**config.mk**
```make
export PLATFORM = sky130hd
export DESIGN_NAME = crc_framed_packet_checker_core
export DESIGN_NICKNAME = d
export VERILOG_FILES = /design/src/rtl/core/cfpc_pkg.sv /design/src/rtl/core/crc_framed_packet_checker_core.sv
export SDC_FILE = /design/constraint.sdc
export NUM_CORES = 1
export LEC_CHECK = 0
export ABC_AREA = 1
export BUFFER_PORTS_ARGS = -buffer_cell sky130_fd_sc_hd__buf_4
export CAP_MARGIN = 30
export CORE_ASPECT_RATIO = 0.75
export CORE_MARGIN = 1.5
export CORE_UTILIZATION = 35
export CTS_CLUSTER_SIZE = 16
export DETAILED_ROUTE_END_ITERATION = 8
export HOLD_SLACK_MARGIN = 0.03
export PLACE_DENSITY_LB_ADDON = 0.08
export SLEW_MARGIN = 40
export SYNTH_ARGS = -nofsm -noshare
export SYNTH_HDL_FRONTEND = slang
export SYNTH_SLANG_ARGS = --single-unit
```
**constraint.sdc**
```tcl
create_clock -name clk -period 5.27 [get_ports clk]
set_clock_uncertainty 0.1 [all_clocks]
set_input_delay 0.2635 -clock clk [delete_from_list [all_inputs] [get_ports clk]]
set_output_delay 0.2635 -clock clk [all_outputs]
set_load 0.005 [all_outputs]
```
**src/rtl/core/cfpc_pkg.sv**
```systemverilog
// Types, constants and the CRC byte update for the framed packet checker.
// No dependencies; imported by the core and its checker.
`timescale 1ns / 1ps

package cfpc_pkg;

  // Request payload types
  typedef struct packed {
    logic [7:0] rx_byte;
    logic       end_of_buffer;
  } in_t;

  typedef struct packed {
    logic [7:0]  payload_byte;
    logic        payload_valid;
    logic [15:0] payload_index;
    logic        frame_done;
    logic [2:0]  status;
    logic [7:0]  frame_opcode;
    logic [15:0] sequence_res;
    logic [31:0] timestamp_ms;
    logic [15:0] payload_length;
  } out_t;

  // Configuration register indexes
  localparam logic [2:0] REG_MAGIC_FIRST    = 3'd0;
  localparam logic [2:0] REG_MAGIC_SECOND   = 3'd1;
  localparam logic [2:0] REG_FORMAT_VERSION = 3'd2;
  localparam logic [2:0] REG_CRC_ENABLE     = 3'd3;
  localparam logic [2:0] REG_PAYLOAD_CAP    = 3'd4;
  localparam logic [2:0] REG_OPCODE_MASK    = 3'd5;

  // Verdict codes
  localparam logic [2:0] ST_OK          = 3'd0;
  localparam logic [2:0] ST_TRUNCATED   = 3'd1;
  localparam logic [2:0] ST_BAD_MAGIC   = 3'd2;
  localparam logic [2:0] ST_BAD_VERSION = 3'd3;
  localparam logic [2:0] ST_BAD_OPCODE  = 3'd4;
  localparam logic [2:0] ST_OVER_CAP    = 3'd5;
  localparam logic [2:0] ST_BAD_CRC     = 3'd6;

  // Header layout
  localparam logic [16:0] HDR_BYTES = 17'd12;
  localparam logic [16:0] HDR_LAST  = 17'd11;
  localparam logic [3:0] OFS_MAGIC0  = 4'd0;
  localparam logic [3:0] OFS_MAGIC1  = 4'd1;
  localparam logic [3:0] OFS_VERSION = 4'd2;
  localparam logic [3:0] OFS_OPCODE  = 4'd3;
  localparam logic [3:0] OFS_SEQ_LO  = 4'd4;
  localparam logic [3:0] OFS_SEQ_HI  = 4'd5;
  localparam logic [3:0] OFS_LEN_LO  = 4'd6;
  localparam logic [3:0] OFS_LEN_HI  = 4'd7;

  // CRC-16/CCITT-FALSE
  localparam logic [15:0] CRC_INIT = 16'hFFFF;
  localparam logic [15:0] CRC_POLY = 16'h1021;

  // One byte through the MSB-first CRC shift register
  function automatic logic [15:0] crc_feed(input logic [15:0] c, input logic [7:0] b);
    logic [15:0] x;
    x = c ^ {b, 8'h00};
    for (int k = 0; k < 8; k++) begin
      x = x[15] ? ({x[14:0], 1'b0} ^ CRC_POLY) : {x[14:0], 1'b0};
    end
    return x;
  endfunction

endpackage

```
**src/rtl/core/crc_framed_packet_checker_core.sv**
```systemverilog
// Framed packet checker core: header parse, payload pass-through, CRC verdict.
// Depends on cfpc_pkg.
//
//   channel  | direction | handshake          | carries
//   ---------+-----------+--------------------+-------------------------------
//   in_      | input     | in_valid / in_stall | one buffer byte and last mark
//   out_     | output    | out_valid/out_stall | payload byte and/or verdict
//   cfg_     | input     | cfg_valid/cfg_ready | register index and write data
//
// One byte is accepted per cycle while in_stall is low; any result it yields
// appears in the output register in the following cycle. in_stall rises only
// while a result sits in the output register and out_stall is high. Reset
// clears all frame state and loads register defaults; no clearing pass is
// needed. cfg_ready is always high.
`timescale 1ns / 1ps

module crc_framed_packet_checker_core (
  input  logic          clk,
  input  logic          rst_n,
  input  logic          in_valid,
  output logic          in_stall,
  input  cfpc_pkg::in_t in_data,
  output logic          out_valid,
  input  logic          out_stall,
  output cfpc_pkg::out_t out_data,
  input  logic          cfg_valid,
  output logic          cfg_ready,
  input  logic [2:0]    cfg_index,
  input  logic [63:0]   cfg_data
);
  import cfpc_pkg::*;

  // Configuration registers
  logic [7:0]  magic_first_r, magic_second_r, format_version_r;
  logic        crc_enable_r;
  logic [15:0] payload_cap_r;
  logic [63:0] opcode_mask_r;

  // Frame state
  logic [16:0] byte_count_r, byte_count_nxt;
  logic [15:0] crc_r, crc_nxt;
  logic [15:0] seq_r, seq_nxt;
  logic [15:0] len_r, len_nxt;
  logic [31:0] ts_r, ts_nxt;
  logic [7:0]  opc_r, opc_nxt;
  logic [2:0]  fault_r, fault_nxt;
  logic [7:0]  crc_lo_r, crc_lo_nxt;
  logic        verdict_r, verdict_nxt;

  // Output register
  logic        out_valid_r;
  out_t        out_data_r;
  out_t        res;
  logic        emit;

  logic        in_fire;
  logic        have, done;
  logic [2:0]  st;
  logic [16:0] pl_end;
  logic [7:0]  b;
  logic        eob;

  assign in_stall  = out_valid_r && out_stall;
  assign in_fire   = in_valid && !in_stall;
  assign cfg_ready = 1'b1;
  assign out_valid = out_valid_r;
  assign out_data  = out_data_r;

  assign b      = in_data.rx_byte;
  assign eob    = in_data.end_of_buffer;
  assign pl_end = HDR_BYTES + {1'b0, len_r};

  // Per-byte parse, check and CRC update
  always_comb begin
    byte_count_nxt = byte_count_r;
    crc_nxt        = crc_r;
    seq_nxt        = seq_r;
    len_nxt        = len_r;
    ts_nxt         = ts_r;
    opc_nxt        = opc_r;
    fault_nxt      = fault_r;
    crc_lo_nxt     = crc_lo_r;
    verdict_nxt    = verdict_r;
    have           = 1'b0;
    done           = 1'b0;
    st             = ST_OK;
    res            = '0;

    if (!verdict_r) begin
      if (byte_count_r < HDR_BYTES) begin
        crc_nxt = crc_feed(crc_r, b);
        case (byte_count_r[3:0])
          OFS_MAGIC0: begin
            if (b != magic_first_r && fault_r == ST_OK) fault_nxt = ST_BAD_MAGIC;
          end
          OFS_MAGIC1: begin
            if (b != magic_second_r && fault_r == ST_OK) fault_nxt = ST_BAD_MAGIC;
          end
          OFS_VERSION: begin
            if (b != format_version_r && fault_r == ST_OK) fault_nxt = ST_BAD_VERSION;
          end
          OFS_OPCODE: begin
            opc_nxt = b;
            if (fault_r == ST_OK && (b[7:6] != 2'b00 || !opcode_mask_r[b[5:0]]))
              fault_nxt = ST_BAD_OPCODE;
          end
          OFS_SEQ_LO: seq_nxt[7:0]  = b;
          OFS_SEQ_HI: seq_nxt[15:8] = b;
          OFS_LEN_LO: len_nxt[7:0]  = b;
          OFS_LEN_HI: len_nxt[15:8] = b;
          // timestamp bytes, little-endian
          default: ts_nxt[{byte_count_r[1:0], 3'b000} +: 8] = b;
        endcase
        // last header byte: cap check and header verdict
        if (byte_count_r == HDR_LAST) begin
          if (fault_nxt == ST_OK && payload_cap_r != 16'd0 && len_r > payload_cap_r)
            fault_nxt = ST_OVER_CAP;
          if (fault_nxt != ST_OK) begin
            done = 1'b1;
            st   = fault_nxt;
          end else if (len_r == 16'd0 && !crc_enable_r) begin
            done = 1'b1;
            st   = ST_OK;
          end
        end
      end else if (byte_count_r < pl_end) begin
        // payload byte
        crc_nxt = crc_feed(crc_r, b);
        have    = 1'b1;
        if (byte_count_r == pl_end - 17'd1 && !crc_enable_r) begin
          done = 1'b1;
          st   = ST_OK;
        end
      end else if (byte_count_r == pl_end) begin
        crc_lo_nxt = b;
      end else begin
        done = 1'b1;
        st   = ({b, crc_lo_r} == crc_r) ? ST_OK : ST_BAD_CRC;
      end

      // buffer ended early: short header outranks a held header fault
      if (eob && (byte_count_r < HDR_LAST || !done)) begin
        done = 1'b1;
        st   = ST_TRUNCATED;
      end

      byte_count_nxt = byte_count_r + 17'd1;
      verdict_nxt    = done;
    end

    // Result item
    emit               = done || have;
    res.payload_byte   = have ? b : 8'd0;
    res.payload_valid  = have;
    res.payload_index  = have ? (byte_count_r[15:0] - HDR_BYTES[15:0]) : 16'd0;
    res.frame_done     = done;
    res.status         = done ? st : ST_OK;
    res.frame_opcode   = opc_nxt;
    res.sequence_res   = seq_nxt;
    res.timestamp_ms   = ts_nxt;
    res.payload_length = len_nxt;

    // End of buffer returns the frame state to reset
    if (eob) begin
      byte_count_nxt = '0;
      crc_nxt        = CRC_INIT;
      seq_nxt        = '0;
      len_nxt        = '0;
      ts_nxt         = '0;
      opc_nxt        = '0;
      fault_nxt      = ST_OK;
      crc_lo_nxt     = '0;
      verdict_nxt    = 1'b0;
    end
  end

  // Frame state registers
  always_ff @(posedge clk) begin
    if (!rst_n) begin
      byte_count_r <= '0;
      crc_r        <= CRC_INIT;
      seq_r        <= '0;
      len_r        <= '0;
      ts_r         <= '0;
      opc_r        <= '0;
      fault_r      <= ST_OK;
      crc_lo_r     <= '0;
      verdict_r    <= 1'b0;
    end else if (in_fire) begin
      byte_count_r <= byte_count_nxt;
      crc_r        <= crc_nxt;
      seq_r        <= seq_nxt;
      len_r        <= len_nxt;
      ts_r         <= ts_nxt;
      opc_r        <= opc_nxt;
      fault_r      <= fault_nxt;
      crc_lo_r     <= crc_lo_nxt;
      verdict_r    <= verdict_nxt;
    end
  end

  // Output register valid
  always_ff @(posedge clk) begin
    if (!rst_n) begin
      out_valid_r <= 1'b0;
    end else if (in_fire) begin
      out_valid_r <= emit;
    end else if (!out_stall) begin
      out_valid_r <= 1'b0;
    end
  end

  // Output register payload
  always_ff @(posedge clk) begin
    if (in_fire && emit) begin
      out_data_r <= res;
    end
  end

  // Configuration writes
  always_ff @(posedge clk) begin
    if (!rst_n) begin
      magic_first_r    <= 8'd84;
      magic_second_r   <= 8'd67;
      format_version_r <= 8'd1;
      crc_enable_r     <= 1'b1;
      payload_cap_r    <= 16'd0;
      opcode_mask_r    <= 64'd62;
    end else if (cfg_valid && cfg_ready) begin
      case (cfg_index)
        REG_MAGIC_FIRST:    magic_first_r    <= cfg_data[7:0];
        REG_MAGIC_SECOND:   magic_second_r   <= cfg_data[7:0];
        REG_FORMAT_VERSION: format_version_r <= cfg_data[7:0];
        REG_CRC_ENABLE:     crc_enable_r     <= cfg_data[0];
        REG_PAYLOAD_CAP:    payload_cap_r    <= cfg_data[15:0];
        REG_OPCODE_MASK:    opcode_mask_r    <= cfg_data;
        default: ;
      endcase
    end
  end

endmodule

```
# Word-level counts from Yosys, hierarchy flattened
# Index checks and enable logic that the tools add are counted.
[op_classes]
add_sub_neg = 5
order_cmp = 5
n_eq_ne = 23
shifts = 2
muxes = 79
bitwise = 10
n_reduce_logical = 43
[ops]
columns = ["op", "n"]
rows = [
  ["2-to-1 mux 16 bit", 10],
  ["2-to-1 mux 32 bit", 4],
  ["2-to-1 mux 13 bit", 8],
  ["2-to-1 mux 8 bit", 13],
  ["2-to-1 mux 3 bit", 20],
  ["equality test 17 bit", 2],
  ["less-than comparator 17 x 4 -> 1 bit (second input constant)", 2],
  ["2-to-1 mux 17 bit", 2],
  ["bitwise mux 32 bit", 1],
  ["variable shift 8 x 7 -> 32 bit (first input constant)", 1],
  ["variable part select 8 x 7 -> 32 bit", 1],
  ["inequality test 8 bit", 3],
  ["NOT 3 bit", 8],
  ["2-to-1 mux 1 bit", 19],
  ["adder 17 x 1 -> 17 bit (second input constant)", 1],
  ["adder 4 x 16 -> 17 bit (first input constant)", 1],
  ["equality test 17 x 4 -> 1 bit (second input constant)", 1],
  ["less-than comparator 17 bit", 1],
  ["subtractor 17 x 1 -> 17 bit (second input constant)", 1],
  ["equality test 16 bit", 1],
  ["equality test 4 x 3 -> 1 bit (second input constant)", 4],
  ["> comparator 16 bit", 1],
  ["logical NOT 16 bit", 1],
  ["nonzero test 16 bit", 1],
  ["other kinds (27)", 60],
]
[totals]
ff_bits = 324
input_bits = 81
output_inout_bits = 104
wordCells = 193

# Depth between registers and ports, before layout
[depth]
ltp_word = 28
ltp_mapped = 27
depth_no_buf = 27

# Worst setup path before layout
# OpenSTA, ideal clock, no wires.
[synth_path]
path_type = "reg2reg"
from = "reg len_r[2]"
to = "reg out_data_r, in the netlist out_data[0] (enable)"
setup_ps = 455
arrival_time_ps = 4909
t_required_ps = 4715
setup_slack_ps = -194
path_stages_with_launch = 27
path_buffers = 0
synth_period_minus_slack_ps = 5464
path_cell_list = "dfxtp_1 inv_1 ha_1 nor2_1 nand2_1 o21ai_0 nand2_2 ha_1 nand2_1 inv_1 nand2_1 nand2_1 a21oi_1 nand2_1 nor2_1 nand3_1 nor2_1 nand3_1 nor2_1 nand3_1 nand2_1 nand2_1 nand4_1 nand2_1 nand2_1 nand2_1 inv_1"
[synth_via]
elab_chain_cells = 18
elab_cells_between_ends = 33
classes_between = "2 x add/sub; 2 x order compare; 2 x eq/ne; 17 x mux; 10 x reduce/logical"
[synth_lines]
columns = ["element", "line_no", "text"]
rows = [
  ["start: declaration", "crc_framed_packet_checker_core.sv:43", "logic [15:0] len_r, len_nxt;"],
  ["start signal: assignment", "crc_framed_packet_checker_core.sv:193", "len_r <= len_nxt;"],
  ["branches (longest 16 deep; another with adder 4 x 16 -> 17 bit)", "--", ""],
  ["logical OR 1 bit (*)", "crc_framed_packet_checker_core.sv:152", "emit = done || have;"],
  ["logical AND 1 bit (*)", "crc_framed_packet_checker_core.sv:215", "if (in_fire && emit) begin"],
  ["end signal: assignment", "crc_framed_packet_checker_core.sv:216", "out_data_r <= res;"],
  ["end: declaration", "crc_framed_packet_checker_core.sv:52", "out_t out_data_r;"],
]
# Every way passes the cells marked *. The select of a mux whose other input is x is not followed.
# A chain may end at the register's enable or synchronous reset.

# Final worst setup path
[layout_path]
from = "reg len_r[2]"
to = "reg out_data_r, in the netlist out_data[65] (enable)"
# Same word-level chain as after synthesis.

==> summary.md <==
| Metric | Value |
|---|---|
| Run status | finished clean |
| GRT overflow | 0 |
| Leakage | 8.209 nW |
| Port bufs | 183 |
| F_max | approximately 0.21 GHz |
| Max Root-Sink Buffers | 3 |
| Setup TNS | 0 ps |
| Post-layout minimum cycle time | roughly 4700 ps |
| Detailed Routing Iterations Pass 1 | 5 |
| Final hold viol count | 0 |
| Synth Instances | 2082 |
| Die W | 251.3 um |
| Layout cell share with drive strength beyond 1 | between 10 and 15% |
| CTS buffer count | 37 |
| DIE AREA | 47560 um2 |
| Initial cell density of the core | 35.30% |
| Synth Register Bits | approximately 320 |
| Routability cong. | 0.8893 |
| Peak supply drop | 190.7 uV |
| Die Span Y | around 190 um |
| Layout net count | ~2400 |
| Row Count | just under 70 |
| Clock tree sinks | 324 |
| Worst path max stage delay | 530 ps |
| Commonest non-fill, non-tap cell in the layout | nand2_1 |
| Crit Path Category | reg -> reg |
| Setup violations, final | 0 |
| Clk slew on worst S/H paths | 60 ps |
| Clock latency on the worst-skew pair | 550 ps |
| Initial DRC Count | 964 |
| Async S/R FF share, synth | 0% |
| First-pass GRT wire length | 82.05 mm |
| Post-synth EDFFs | 101 |
| Fin crit share | 88.28% |
| Gr usage total | around 22% |
| Post-DP HPWL | 35.66 mm |
| Mean Syn Cell Area | 7.775 um2 |
| DRC viols | 0 |
| Crit-path max FO | 39 |
| Commonest non-fill, non-tap cells in the layout | 513 x nand2_1, 223 x dfxtp_1, 198 x buf_4, 191 x nor2_1, 189 x a21oi_1 |
| Antenna violations before repair | 2 |
| Vias | 14640 |
| IO Pins | 185 |
| WP data arrival | 4770 ps |
| Worst slew pin tran | ~850 ps |
| Ys flop type | dfxtp_1 |
| Number of buffers and inverters on the critical path | 4 |
| Vias in the first global route | 14230 |
| Sequential area share after synthesis | 46.32% |
| Library cells used by synthesis | 55 |
| RSZ-0062 raised after global routing | no |
| Yosys warns | 0 |
| H-tree level count | 2 |
| Syn nets | ~2200 |
| CP Launch Type | flip-flop |
| Fin util | 43.72% |
| PwrDens | ~300 nW/um2 |
| CP endpoint kind | flip-flop |
| Largest net degree at the start of global routing | between 100 and 150 |
| Hold Crit Class | in -> reg |
| Vias per cell | 5.020 |
| Worst endpoint required time | 5390 ps |
| CTS root buf | clkbuf_16 |
| Core area | 45860 um2 |
| DRT antenna net count | 0 |
| Mapped cell area | 16190 um2 |
| Drt wl/cell | 17.98 um |
| Max Slew Vio Count | 0 |
| Diode count | 0 |
| CP delay by family, top | simple AND/OR/NAND/NOR gates |
| Worst path slowest cell | dfxtp_1 |
| WL final | 52.45 mm |
| CTS tree | built |
| Syn-to-layout area delta | 23.86% |
| Slew margin rel. | 43.10% |
| Most used cell, CP | nand2_1 |
| Max cap viols | 0 |
==> tightest hold or removal path, stage by stage <==
cell,delay (ps)
buf_4,80
inv_1,140
a21oi_1,160
==> registers in the layout, summed over array words and instances, names as in the netlist, 3 cells and up <==
name / flops
len_r: 16
crc_r: 16
magic_first_r: 8
seq_r: 16
payload_cap_r: 16
opc_r: 8
ts_r: 32
fault_r: 3
byte_count_r: 17
opcode_mask_r: 64
crc_lo_r: 8
magic_second_r: 8
format_version_r: 8
out_data: 101
==> report_power, final <==
| part | internal (mW) | switching, mW | total [mW] |
|---|---|---|---|
| clock | 1.61 | 1.09 | 2.70 |
| sequential | 2.64 | 0.0350 | 2.68 |
| combinational | 0.223 | 0.374 | 0.597 |
| total | 4.47 | 1.50 | 5.97 |
==> cell usage after synthesis (all sizes together) (4+ instances only) <==
cell type / n / area [um2]
edfxtp: 101 / 3033
nor2: 202 / 814.5
nand3: 129 / 698.2
o31ai: 17 / 156.4
clkinv: 4 / 15.01
nand2: 518 / 1959
xor2: 16 / 140.1
o41ai: 7 / 98.85
nor4: 9 / 71.32
mux2: 16 / 180.2
buf: 22 / 133.9
nand4: 22 / 137.6
ha: 48 / 600.6
a21oi: 190 / 954.7
nor3: 28 / 140.1
or2: 8 / 50.05
inv: 183 / 689.4
clkbuf: 78 / 292.8
xnor2: 30 / 262.8
o211ai: 22 / 165.2
dfxtp: 223 / 4464
o21ai: 191 / 955.9
==> per-stage QoR <==
step	hold slack (ps)	instance area, um2	setup WS (ps)	std cells	power (mW)
2_1_floorplan	289.6	16190	374.9	2082	3.037
3_3_place_gp	338.6	18030	678.6	2775	3.275
3_5_place_dp	341.3	18040	535.8	2775	3.277
4_1_cts	30.03	20010	497.5	2913	6.050
5_1_grt	53.48	20050	90.18	2917	6.209
6_report	45.72	20050	617.8	2917	5.972
==> worst paths after layout <==
| kind | depth (start not counted) | endpoint | start | slack (ps) |
|---|---|---|---|---|
| max reg2reg | 26 | out_data[65]$_DFFE_PP_ | len_r[2]$_SDFFE_PN0P_ | 620 |
| min | 3 | magic_first_r[0]$_SDFFE_PN0P_ | cfg_data[0] | 50 |
| min reg2reg | 2 | opcode_mask_r[20]$_SDFFE_PN0P_ | opcode_mask_r[20]$_SDFFE_PN0P_ | 350 |
| max | 26 | out_data[65]$_DFFE_PP_ | len_r[2]$_SDFFE_PN0P_ | 620 |
==> metal layers <==
metal  global-route usage (%)  vias up  wire length (um)
li1                         -     7364                 -
met1                    32.68     6887             26340
met2                    33.15      323             22490
met3                    3.451       70              2442
met4                    5.908        0              1183
met5                        0        -                 0
==> kinds of logic after synthesis <==
logic type	count (synthesis)	synth area share, %
AO/OA/AOI/OAI	440	15.15
XOR/XNOR	47	2.628
other	1	0.02317
AND/OR/NAND/NOR	919	24.07
multiplexers	16	1.113
buffers and inverters	287	6.988
adder cells (fa/ha/maj)	48	3.710
flip-flops	324	46.32
==> what timing repair did <==
| action | CTS | global route |
|---|---|---|
| gates resized for setup | 0 | 0 |
| hold buffers | 71 | 0 |
| endpoints found under the setup margin | 0 | 80 |
| setup buffers | 0 | 4 |
| hold endpoints to repair | 109 | 0 |
==> area by class of cell <==
cell class / instances / area [um2]
inverter: 187 / 708.2
fill: 4594 / 25810
sequential: 324 / 7497
clock buffer: 51 / 1060
tap: 595 / 744.5
clock inverter: 16 / 200.2
timing repair buffer: 273 / 2268
multi-input combinational: 1471 / 7571
Note: power is estimated with default switching activity, not from simulation.
